==> src/rtl/core/hepe_pkg.sv <==
// Package for the HTML-escaping percent encoder: character types, run buffer
// types, item kinds and the unreserved-set and hex-digit functions.
// No dependencies.
`timescale 1ns / 1ps

package hepe_pkg;

	localparam int CHAR_W  = 7;
	localparam int RUN_MAX = 10;
	localparam int LEN_W   = $clog2(RUN_MAX + 1);

	typedef logic [CHAR_W-1:0] char_t;
	typedef char_t [RUN_MAX-1:0] run_t;
	typedef logic [LEN_W-1:0] len_t;

	// How a source byte expands.
	typedef enum logic [2:0] {
		KIND_UNRES,
		KIND_PCT,
		KIND_LT,
		KIND_GT,
		KIND_AMP,
		KIND_QUOT
	} kind_t;

	// One complete run handed to the output serializer.
	typedef struct packed {
		run_t chars;
		len_t len;
	} run_load_t;

	localparam char_t CH_PCT = 7'h25;
	localparam char_t CH_2   = 7'h32;
	localparam char_t CH_3   = 7'h33;
	localparam char_t CH_6   = 7'h36;
	localparam char_t CH_B   = 7'h42;
	localparam char_t CH_A_L = 7'h61;
	localparam char_t CH_G_L = 7'h67;
	localparam char_t CH_L_L = 7'h6C;
	localparam char_t CH_M_L = 7'h6D;
	localparam char_t CH_O_L = 7'h6F;
	localparam char_t CH_P_L = 7'h70;
	localparam char_t CH_Q_L = 7'h71;
	localparam char_t CH_T_L = 7'h74;
	localparam char_t CH_U_L = 7'h75;

	localparam logic [7:0] B_LT   = 8'h3C;
	localparam logic [7:0] B_GT   = 8'h3E;
	localparam logic [7:0] B_AMP  = 8'h26;
	localparam logic [7:0] B_QUOT = 8'h22;

	function automatic logic is_unreserved(input logic [7:0] c);
		return (c >= 8'h41 && c <= 8'h5A) || (c >= 8'h61 && c <= 8'h7A) ||
			(c >= 8'h30 && c <= 8'h39) ||
			c == 8'h2D || c == 8'h5F || c == 8'h2E || c == 8'h7E;
	endfunction

	function automatic char_t hex_char(input logic [3:0] d);
		char_t r;
		if (d < 4'd10) begin
			r = CHAR_W'(7'h30 + {3'd0, d});
		end else begin
			r = CHAR_W'(7'h37 + {3'd0, d});
		end
		return r;
	endfunction

endpackage

==> src/rtl/core/hepe_serializer.sv <==
// Output serializer of the HTML-escaping percent encoder: holds one run and
// shifts it out one character per transaction. Depends on hepe_pkg.
`timescale 1ns / 1ps

module hepe_serializer (
	input  logic               clk,
	input  logic               arst_n,
	input  logic               load_valid,
	input  hepe_pkg::run_load_t load_run,
	output logic               load_ready,
	output logic               out_valid,
	input  logic               out_stall,
	output hepe_pkg::char_t    out_char,
	output logic               run_end
);
	import hepe_pkg::*;

	run_t chars_q;
	len_t left_q;
	logic take;

	assign out_valid  = (left_q != '0);
	assign out_char   = chars_q[0];
	assign run_end    = (left_q == LEN_W'(1));
	assign take       = out_valid && !out_stall;
	// A new run may enter as the last character of the current one leaves.
	assign load_ready = !out_valid || (take && run_end);

	always_ff @(posedge clk or negedge arst_n) begin
		if (!arst_n) begin
			left_q <= '0;
		end else if (load_valid && load_ready) begin
			left_q <= load_run.len;
		end else if (take) begin
			left_q <= left_q - LEN_W'(1);
		end
	end

	always_ff @(posedge clk) begin
		if (load_valid && load_ready) begin
			chars_q <= load_run.chars;
		end else if (take) begin
			chars_q <= chars_q >> CHAR_W;
		end
	end

endmodule

==> src/rtl/core/html_escape_percent_encoder.sv <==
// Top level of the HTML-escaping percent encoder: three pipeline stages and
// the output serializer. Depends on hepe_pkg and hepe_serializer.
//
//   channel | valid     | stall     | payload
//   --------+-----------+-----------+------------------
//   source  | src_valid | src_stall | src_byte
//   output  | out_valid | out_stall | out_char, run_end
//
// A byte passes three register stages (capture, classify, run build) and then
// leaves as one character per cycle while out_stall is low. Runs are 1, 3, 8,
// 9 or 10 characters long, and the single-character output serializer sets
// the sustained byte rate.
// Reset clears the stage valid bits and the serializer count only.
// A stall on the output backs up stage by stage; src_stall rises only once
// all three stages and the serializer hold work.
`timescale 1ns / 1ps

module html_escape_percent_encoder (
	input  logic            clk,
	input  logic            arst_n,
	input  logic            src_valid,
	output logic            src_stall,
	input  logic [7:0]      src_byte,
	output logic            out_valid,
	input  logic            out_stall,
	output hepe_pkg::char_t out_char,
	output logic            run_end
);
	import hepe_pkg::*;

	logic       valid_s1, valid_s2, valid_s3;
	logic       ready_s1, ready_s2, ready_s3;
	logic [7:0] byte_s1;
	kind_t      kind_s2;
	char_t      ch_s2, hi_s2, lo_s2;
	run_load_t  run_s3;
	run_load_t  run_next;
	kind_t      kind_next;
	logic       ser_ready;

	assign ready_s3  = !valid_s3 || ser_ready;
	assign ready_s2  = !valid_s2 || ready_s3;
	assign ready_s1  = !valid_s1 || ready_s2;
	assign src_stall = !ready_s1;

	always_ff @(posedge clk or negedge arst_n) begin
		if (!arst_n) begin
			valid_s1 <= 1'b0;
			valid_s2 <= 1'b0;
			valid_s3 <= 1'b0;
		end else begin
			if (ready_s1) valid_s1 <= src_valid;
			if (ready_s2) valid_s2 <= valid_s1;
			if (ready_s3) valid_s3 <= valid_s2;
		end
	end

	// Stage 1: capture.
	always_ff @(posedge clk) begin
		if (ready_s1) byte_s1 <= src_byte;
	end

	// Stage 2: classify the byte and form its hex digits.
	always_comb begin
		case (byte_s1)
			B_LT:    kind_next = KIND_LT;
			B_GT:    kind_next = KIND_GT;
			B_AMP:   kind_next = KIND_AMP;
			B_QUOT:  kind_next = KIND_QUOT;
			default: kind_next = is_unreserved(byte_s1) ? KIND_UNRES : KIND_PCT;
		endcase
	end

	always_ff @(posedge clk) begin
		if (ready_s2) begin
			kind_s2 <= kind_next;
			ch_s2   <= byte_s1[CHAR_W-1:0];
			hi_s2   <= hex_char(byte_s1[7:4]);
			lo_s2   <= hex_char(byte_s1[3:0]);
		end
	end

	// Stage 3: lay out the whole run. Every entity starts with the
	// encoded ampersand and ends with the encoded semicolon.
	always_comb begin
		run_next.chars = '0;
		run_next.len   = LEN_W'(1);
		case (kind_s2)
			KIND_UNRES: begin
				run_next.chars[0] = ch_s2;
			end
			KIND_PCT: begin
				run_next.chars[0] = CH_PCT;
				run_next.chars[1] = hi_s2;
				run_next.chars[2] = lo_s2;
				run_next.len      = LEN_W'(3);
			end
			KIND_LT, KIND_GT: begin
				run_next.chars[0] = CH_PCT;
				run_next.chars[1] = CH_2;
				run_next.chars[2] = CH_6;
				run_next.chars[3] = (kind_s2 == KIND_LT) ? CH_L_L : CH_G_L;
				run_next.chars[4] = CH_T_L;
				run_next.chars[5] = CH_PCT;
				run_next.chars[6] = CH_3;
				run_next.chars[7] = CH_B;
				run_next.len      = LEN_W'(8);
			end
			KIND_AMP: begin
				run_next.chars[0] = CH_PCT;
				run_next.chars[1] = CH_2;
				run_next.chars[2] = CH_6;
				run_next.chars[3] = CH_A_L;
				run_next.chars[4] = CH_M_L;
				run_next.chars[5] = CH_P_L;
				run_next.chars[6] = CH_PCT;
				run_next.chars[7] = CH_3;
				run_next.chars[8] = CH_B;
				run_next.len      = LEN_W'(9);
			end
			KIND_QUOT: begin
				run_next.chars[0] = CH_PCT;
				run_next.chars[1] = CH_2;
				run_next.chars[2] = CH_6;
				run_next.chars[3] = CH_Q_L;
				run_next.chars[4] = CH_U_L;
				run_next.chars[5] = CH_O_L;
				run_next.chars[6] = CH_T_L;
				run_next.chars[7] = CH_PCT;
				run_next.chars[8] = CH_3;
				run_next.chars[9] = CH_B;
				run_next.len      = LEN_W'(10);
			end
			default: begin
				run_next.chars[0] = ch_s2;
			end
		endcase
	end

	always_ff @(posedge clk) begin
		if (ready_s3) run_s3 <= run_next;
	end

	hepe_serializer u_ser (
		.clk        (clk),
		.arst_n     (arst_n),
		.load_valid (valid_s3),
		.load_run   (run_s3),
		.load_ready (ser_ready),
		.out_valid  (out_valid),
		.out_stall  (out_stall),
		.out_char   (out_char),
		.run_end    (run_end)
	);

	// A run that has not ended keeps the output busy.
	a_run_continues: assert property (@(posedge clk) disable iff (!arst_n)
		(out_valid && !out_stall && !run_end) |=> out_valid)
		else $error("output run broke off before its last character");

	// The source side is held back only when the first stage is occupied.
	a_stall_needs_s1: assert property (@(posedge clk) disable iff (!arst_n)
		src_stall |-> valid_s1)
		else $error("source stalled with an empty first stage");

	// A new run is loaded only into an empty serializer or over a finishing one.
	a_load_clean: assert property (@(posedge clk) disable iff (!arst_n)
		(valid_s3 && ser_ready) |-> (!out_valid || (run_end && !out_stall)))
		else $error("run loaded over characters still pending");

endmodule

==> config.mk <==
export PLATFORM = sky130hd
export DESIGN_NAME = html_escape_percent_encoder
export DESIGN_NICKNAME = d
export VERILOG_FILES = /design/src/rtl/core/hepe_pkg.sv /design/src/rtl/core/hepe_serializer.sv /design/src/rtl/core/html_escape_percent_encoder.sv
export SDC_FILE = /design/constraint.sdc
export NUM_CORES = 1
export LEC_CHECK = 0
export BUFFER_PORTS_ARGS = -buffer_cell sky130_fd_sc_hd__buf_2
export CAP_MARGIN = 20
export CORE_MARGIN = 3
export CORE_UTILIZATION = 55
export DETAILED_ROUTE_END_ITERATION = 10
export GPL_ROUTABILITY_DRIVEN = 1
export PLACE_DENSITY_LB_ADDON = 0.2
export SYNTH_ARGS = -nofsm -noshare
export SYNTH_HDL_FRONTEND = slang
export SYNTH_SLANG_ARGS = --single-unit
==> constraint.sdc <==
create_clock -name clk -period 3.9 [get_ports clk]
set_clock_uncertainty 0.2 [all_clocks]
set_input_delay 0.195 -clock clk [delete_from_list [all_inputs] [get_ports clk]]
set_output_delay 0.195 -clock clk [all_outputs]
set_load 0.1 [all_outputs]
==> results of run 1 <==
worst max-delay path, delay by kind of cell (launching register included):
kind,cells,cell delay (ns)
simple gates,2,0.64
buf+inv,2,0.57
flops,1,0.41
compound gates,1,0.32
fa+ha+maj,1,0.22
power groups by stage:
stage	clock network (mW)	registers [mW]	logic [mW]
after floorplan	0	2.58	1.58
after global placement	0	2.69	1.81
after detailed placement	0	2.71	1.84
after CTS	1.60	2.69	1.87
after global routing	1.66	2.75	2.04
final	1.57	2.68	1.85
flip-flops by register name, indices dropped and copies added, names as in the netlist, 3 cells and up:
register	flops
hi_s2	7
u_ser.chars_q	45
u_ser.left_q	4
lo_s2	7
byte_s1	8
kind_s2	3
ch_s2	7
run_s3	36
u_ser.out_char	7
layer usage:
layer / track usage [%] / vias to the layer above
met3: 4.53 / 2
met4: 5.83 / 0
met2: 27.8 / 56
li1: - / 1495
met5: 0 / -
met1: 22.4 / 1480
cell families (layout without fill, tap and decap cells):
| group | Yosys count | after routing | synth area share, % |
|---|---|---|---|
| AND/OR/NAND/NOR | 120 | 120 | 10.8 |
| flip-flops | 127 | 127 | 69.3 |
| multiplexers | 29 | 29 | 5.97 |
| adder cells (fa/ha/maj) | 16 | 16 | 3.67 |
| AO/OA/AOI/OAI | 52 | 52 | 6.26 |
| XOR/XNOR | 4 | 4 | 0.642 |
| buffers and inverters | 41 | 91 | 3.37 |
stage by stage:
stage                     hold WS, ns  worst slack, ns
after global placement         -0.166             1.36
after detailed placement       -0.164             1.35
after CTS                       0.172            0.771
after global routing            0.187            0.496
final                           0.201            0.838
after floorplan                -0.301            0.565
repair_timing:
action / CTS / global route
endpoints found under the setup margin: 0 / 0
endpoints found under the hold margin: 19 / 0
hold buffers: 12 / 0
cell usage after synthesis (all sizes together) (2+ instances only):
cell / instances / area share [%]
mux2: 28 / 5.8
nand4: 2 / 0.23
dfrtp: 7 / 3.2
ha: 16 / 3.7
a21oi: 13 / 1.2
xnor2: 4 / 0.64
edfxtp: 120 / 66
or3: 3 / 0.34
and3: 12 / 1.4
nand3b: 2 / 0.28
nand2b: 7 / 0.80
o2111ai: 4 / 0.64
nor2: 14 / 0.96
buf: 10 / 1.2
inv: 21 / 1.4
and2: 4 / 0.46
o21ai: 13 / 1.2
a21o: 5 / 0.69
o31ai: 2 / 0.28
nor4: 2 / 0.23
o211ai: 3 / 0.41
nand2: 54 / 3.7
nand3: 4 / 0.37
clkbuf: 10 / 0.69
nor3: 3 / 0.28
o21a: 5 / 0.69
nor3b: 2 / 0.28
nor2b: 7 / 0.80
final cells by class:
| class | instances | area, um^2 | share of cell area [%] |
|---|---|---|---|
| Clock inverter | 15 | 186 | 2.92 |
| Inverter | 21 | 78.8 | 1.24 |
| Tap cell | 129 | 161 | 2.53 |
| Multi-Input combinational cell | 221 | 1490 | 23.4 |
| Timing Repair Buffer | 38 | 263 | 4.12 |
| Sequential cell | 127 | 3780 | 59.3 |
| Clock buffer | 17 | 414 | 6.50 |
how the worst max path moves through the flow:
stage | slack [ns] | depth (start not counted) | to
final | 0.84 | 6 | src_stall
after global routing | 0.50 | 6 | src_stall
after CTS | 0.77 | 6 | src_stall
after detailed placement | 1.35 | 6 | src_stall
after global placement | 1.36 | 6 | src_stall
after floorplan | 0.56 | 7 | u_ser.chars_q[10]
==> flow_summary.yaml, run 1 <==
layout:
  final_nets: 454
  fill_cells: 660
  area_growth_pct: 16.9
  final_cells: 568
  layout_common_cells: "120 x edfxtp_1, 53 x nand2_1, 28 x mux2_2"
  drive_above_1_share_pct: 20.0
  final_common_cell: "edfxtp_1"
  final_cell_area_um2: 6370
  final_core_util_pct: 67.7
  diodes: 0
power_and_ir_drop:
  p_leak_nw: 2.47
  p_seq_share_pct: 43.9
  cellInternalPower_mw: 3.97
  clockPowerShare_pct: 25.7
  p_sw_share_pct: 34.9
  power_density_nw_per_um2: 958
  total_power_mw: 6.10
  combPwrFrac_pct: 30.3
  p_sw_mw: 2.13
  ir_worst_vdd_uv: 754
sta:
  tightest_slew_ns: 0.695
  max_slew_margin_pct: 53.6
  maxSlewViolCount: 0
  tns_ns: 0
  setup_viol: 0
  period_share_pct: 78.5
  grt_setup_unrepaired: "no"
  hold_viol_final: 0
  clock.fmax_mhz: 327
  finalCriticalPeriod_ns: 3.06
clocking:
  cts_resized: 0
  clockBufferDepth: 2
  clk_pin_slew_ns: 0.06
  h-tree-depth: 4
  clock_latency_ns: 0.51
  post_cts_buffers: 0
  cts-root-buf: "clkbuf_8"
  clock-sinks: 127
  cts_buffers: 17
  cts_tree: "done"
global_route:
  grt_pass1_vias: 2968
  grt_pass1_wl_um: 14800
  grt_max_degree: 59
  antenna_found_initial: 0
  overflow: 0
  track_usage_pct: 17.1
critical_path:
  arrival_ns: 2.67
  crit_fanout: 10
  reg2reg_to: "u_ser.chars_q[16]"
  cpMaxStageDelayCell: "nand4_1"
  worstSetupPathType: "reg -> out"
  required_ns: 3.50
  ff2ff_setup_slack_ns: 1.36
  reg2reg_from: "u_ser.left_q[0]"
  startpoint_type: "register"
  end_kind: "primary output"
  critPathMaxStageDelay_ns: 0.46
  r2r_cells: 6
  cp-startpoint: "u_ser.left_q[0]"
  cp_cell_sequence: "ha_1, nor2b_1, o21ai_0, nand4_1, inv_1, buf_2"
logic_synthesis:
  synth_edf_count: 120
  ys.warnings.count: 0
  synth_area_per_cell_um2: 14.0
  syn_nets: 417
  async_flop_share_pct: 5.51
  syn_inst: 389
  synth_seq_area_share_pct: 69.3
  syn-cell-area_um2: 5450
  ys_ff_latch: 127
  synth_cell_type_count: 41
  ys.flop_type: "edfxtp_1"
detailed_routing:
  drtPass1Iterations: 5
  wl_met3_um: 282
  routed-via-count: 3033
  drt-initial-drc-count: 153
  routed_wire_length_per_instance_um: 15.7
  wl_um: 8940
  ant_nets: 0
  vias_per_cell: 5.34
  wl_met2_um: 4550
  route.layer.met1.wl_um: 4060
  drc: 0
  highest_layer: "met4"
floorplanning:
  start_util_pct: 57.9
  die_w_um: 106
  io_pins: 22
  dieArea_um2: 11100
  die_h_um: 106
  row_count: 35
  core_area_um2: 9420
run:
  max-cap-violations: 0
place:
  dp.cells: 524
  dp.final_hpwl_um: 5630
  portBuffers: 21
  place_area_um2: 5650
  gp_congestion: 0.738
worst_hold_path:
  min_to: "byte_s1[0]"
  whs_path_depth: 2
  hold_path_class: "in -> reg"
  min-delay-start: "src_byte[0]"
run_status:
  status: "finished, final reports clean"
No activity file was read; power rests on OpenSTA's default activity.
==> run 2: changes to the inputs <==
Settings changed: ABC_AREA from default to 1.
Clock period 3.9 ns to 2.8 ns, I/O delays scaled along.
==> flow_summary.yaml, run 2 <==
global_route:
  grt_pass1_wl_um: 16300
  overflow: 0
  grt_pass1_vias: 3500
  track_usage_pct: 18.6
  grt_max_degree: 46
  antenna_found_initial: 0
sta:
  maxSlewViolCount: 0
  finalCriticalPeriod_ns: 2.57
  hold_viol_final: 0
  layout_setup_ws_ns: 0.231
  grt_setup_unrepaired: "no"
  tightest_slew_ns: 0.465
  tns_ns: 0
  period_share_pct: 91.8
  max_slew_margin_pct: 68.7
  setup_viol: 0
  clock.fmax_mhz: 389
floorplanning:
  die_h_um: 106
  die_w_um: 106
  core_area_um2: 9500
  io_pins: 22
  row_count: 35
  start_util_pct: 58.3
  dieArea_um2: 11300
critical_path:
  critPathBufInv: 4
  required_ns: 2.46
  crit_family: "buffers and inverters"
  startpoint_type: "register"
  cp_cell_sequence: "inv_1, ha_1, nand2_2, a21boi_1, nand4_1, buf_4, clkinvlp_4, buf_12"
  end_kind: "primary output"
  arrival_ns: 2.23
  critPathMaxStageDelay_ns: 0.39
  crit_fanout: 10
  r2r_cells: 10
  worstSetupPathType: "reg -> out"
  worst-path-stages: 8
  cpMaxStageDelayCell: "dfrtp_1"
layout:
  fill_cells: 702
  drive_above_1_share_pct: 12.9
  register_area_um2: 3780
  largest_reg_flops: 45
  area_growth_pct: 18.0
  final_common_cell: "nand2_1"
  top_regs: "u_ser.chars_q x45, run_s3 x36, byte_s1 x8"
  largest-register: "u_ser.chars_q"
  final_nets: 583
  diodes: 0
  layout_common_cells: "176 x nand2_1, 120 x edfxtp_1, 59 x nor2_1"
  multi_input_area_um2: 1430
run_status:
  status: "finished, final reports clean"
place:
  dp.final_hpwl_um: 6220
  pre_cts_slack_ns: 0.528
  gp_congestion: 0.971
  portBuffers: 21
logic_synthesis:
  synth_cell_type_count: 25
  ys.flop_type: "edfxtp_1"
  syn_nets: 541
  yosysTopAreaCell: "edfxtp_1"
  ys.warnings.count: 0
  async_flop_share_pct: 5.51
  synth_seq_area_share_pct: 68.2
  syn_inst: 513
  ys_ff_latch: 127
  yosys.cell_count.top_type: "nand2_1"
  synth_area_per_cell_um2: 10.8
  yosys-top-cells-count: "178 x nand2_1, 120 x edfxtp_1, 59 x nor2_1, 54 x inv_1, 17 x nand3_1"
  syn-cell-area_um2: 5540
  synth_edf_count: 120
  synth_top_cell_area_share_pct: 65.1
  synthTopCellsByArea: "edfxtp_1 65%, nand2_1 12%, nor2_1 4.0%"
detailed_routing:
  routed-via-count: 3396
  wl_um: 9380
  ant_nets: 0
  drc: 0
  drt-initial-drc-count: 236
  routed_wire_length_per_instance_um: 13.5
  vias_per_cell: 4.87
  drtPass1Iterations: 5
clocking:
  clock-sinks: 127
  cts-root-buf: "clkbuf_8"
  clk_pin_slew_ns: 0.06
  post_cts_buffers: 0
  h-tree-depth: 4
  clock_latency_ns: 0.51
  cts_buffers: 17
  cts_tree: "done"
  clockBufferDepth: 2
worst_hold_path:
  hold_path_class: "in -> reg"
  whs_path_depth: 2
run:
  max-cap-violations: 0
run 2: stage by stage:
stage / instances / instance area (um^2) / util [%] / hold slack [ns]
floorplan: 513 / 5550 / - / -0.356
global placement: 653 / 5780 / 60.8 / -0.225
detailed placement: 653 / 5780 / 60.8 / -0.222
CTS: 697 / 6530 / 68.8 / 0.107
global route: 697 / 6530 / 68.8 / 0.125
finish: 697 / 6530 / 68.8 / 0.138
run 2: final cells by class:
class / count / area share [%]
well taps: 129 / 2.47
clock inverters: 14 / 3.29
repair buffers: 40 / 4.67
inverters: 58 / 3.39
clock buffers: 18 / 6.40
flip-flops and latches: 127 / 57.8
multi-input cells: 311 / 21.9
run 2: path summary, 6_finish.rpt:
path	slack [ns]	from	end
min in group asynchronous	0.38	arst_n	valid_s2
worst max register to register	0.52	u_ser.left_q[0]	u_ser.chars_q[10]
worst min register to register	0.26	valid_s1	valid_s2
worst max-delay path	0.23	u_ser.left_q[0]	src_stall
worst min-delay path	0.14	src_byte[0]	byte_s1[0]
max in group asynchronous	1.78	arst_n	u_ser.left_q[0]
run 2: cell families (layout without fill, tap and decap cells):
family	Yosys count	in the layout	synth area share, %
compound gates	19	19	1.81
xor+xnor	5	5	0.791
buf+inv	75	130	6.08
fa+ha+maj	16	16	3.61
simple gates	271	271	19.5
flops	127	127	68.2
run 2: metal layers:
metal  vias to the layer above  GRT usage (%)  wire length [um]  part of all wire [%]
met1                      1568           24.3              4280                    46
li1                       1739              -                 -                     -
met4                         0           5.64               115                   1.2
met5                         -              0                 0                     0
met2                        77           30.1              4600                    49
met3                        12           5.53               390                   4.2
run 2: what timing repair did:
item	4_1_cts	5_1_grt
endpoints found under the setup margin	0	1
hold endpoints to repair	20	0
hold buffers	12	0
gates resized for setup	0	1
Power of run 2 is not shown: default switching activity piles up to over one toggle a cycle in this logic, so the estimate is an artifact.
==> run 3: changes to the inputs <==
Settings changed: CTS_BUF_LIST from default to sky130_fd_sc_hd__clkbuf_8.
==> flow_summary.yaml, run 3 (synthesis gave the netlist of run 2 again) <==
sta:
  hold_viol_final: 0
  tns_ns: 0
  maxSlewViolCount: 0
  setup_viol: 0
  holdWs_ns: 0.226
  finalCriticalPeriod_ns: 2.60
  tightest_slew_ns: 0.489
  period_share_pct: 93.0
  max_slew_margin_pct: 67.6
  grt_setup_unrepaired: "no"
  clock.fmax_mhz: 384
place:
  portBuffers: 21
  dp.cells: 653
  gp_congestion: 0.971
  dp.final_hpwl_um: 6220
worst_hold_path:
  min-delay-start: "src_byte[0]"
  whs_path_depth: 2
  hold_path_class: "in -> reg"
  min_to: "byte_s1[0]"
run:
  max-cap-violations: 0
critical_path:
  required_ns: 2.46
  r2r_cells: 11
  end_kind: "primary output"
  reg2reg_from: "u_ser.left_q[1]"
  reg2reg_to: "u_ser.chars_q[62]"
  ff2ff_setup_slack_ns: 0.51
  arrival_ns: 2.26
  crit_fanout: 10
  startpoint_type: "register"
  worstSetupPathType: "reg -> out"
floorplanning:
  core_area_um2: 9500
  die_h_um: 106
  die_w_um: 106
  dieArea_um2: 11300
  io_pins: 22
  start_util_pct: 58.3
  row_count: 35
detailed_routing:
  vias_per_cell: 4.80
  ant_nets: 0
  drt-initial-drc-count: 197
  wl_um: 9230
  drtPass1Iterations: 5
  routed_wire_length_per_instance_um: 13.2
  drc: 0
  routed-via-count: 3349
clocking:
  clock_latency_ns: 0.43
  cts_buffers: 17
  clock-sinks: 127
  clk_pin_slew_ns: 0.07
  cts-root-buf: "clkbuf_8"
  clockBufferDepth: 2
  post_cts_buffers: 0
  h-tree-depth: 4
  cts_tree: "done"
layout:
  largest_reg_flops: 45
  diodes: 0
  final_core_util_pct: 66.9
  final_common_cell: "nand2_1"
  layout_common_cells: "176 x nand2_1, 120 x edfxtp_1, 59 x nor2_1"
  fill_cells: 728
  final_cells: 697
  top_regs: "u_ser.chars_q x45, run_s3 x36, byte_s1 x8"
  area_growth_pct: 14.7
  largest-register: "u_ser.chars_q"
  drive_above_1_share_pct: 12.9
  final_nets: 583
global_route:
  track_usage_pct: 18.2
  antenna_found_initial: 0
  grt_max_degree: 46
  grt_pass1_vias: 3456
  overflow: 0
  grt_pass1_wl_um: 15900
run_status:
  status: "finished, final reports clean"
## run 3: critical path: stages, from the launching register on
cell and delay, ns:
dfrtp_1 0.39, inv_1 0.07, ha_1 0.23, nand2_2 0.13, a21boi_0 0.41, nand4_1 0.14, buf_4 0.22, clkinvlp_4 0.09
buf_12 0.16
## run 3: cell type report
class,instances,area (um^2),area share (%)
multi-input cells,311,1430,22.6
inverters,58,221,3.49
repair buffers,40,305,4.81
well taps,129,161,2.54
flip-flops and latches,127,3780,59.5
clock inverters,15,219,3.45
clock buffers,17,234,3.68
## run 3: worst max path at each step
stage                     slack (ns)            start  cells past startpoint                 to
after floorplan               0.0002  u_ser.left_q[0]                      5           ch_s2[0]
after global placement          0.62  u_ser.left_q[0]                     10  u_ser.out_char[3]
after detailed placement        0.53  u_ser.left_q[0]                     10  u_ser.chars_q[10]
after CTS                       0.17  u_ser.left_q[0]                      8          src_stall
after global routing            0.08  u_ser.left_q[0]                      8          src_stall
final                           0.20  u_ser.left_q[0]                      8          src_stall
## run 3: layer usage
| metal | routed length (um) | vias up | part of all wire (%) | global-route usage (%) |
|---|---|---|---|---|
| met1 | 4360 | 1545 | 47 | 24.1 |
| met2 | 4540 | 58 | 49 | 28.9 |
| met5 | 0 | - | 0 | 0 |
| met4 | 70 | 0 | 0.76 | 7.68 |
| met3 | 255 | 6 | 2.8 | 4.43 |
| li1 | - | 1740 | - | - |
## run 3: stage by stage
step	area [um^2]	worst slack, ns
floorplan	5550	0.000151
global placement	5780	0.624
detailed placement	5780	0.528
CTS	6350	0.168
global route	6350	0.0813
finish	6350	0.197
## run 3: timing repair
action | CTS | global route
endpoints found under the hold margin | 19 | 0
endpoints found under the setup margin | 0 | 0
hold buffers | 12 | 0
gates resized for setup | 0 | 0
Power of run 3 is left out for the same reason.
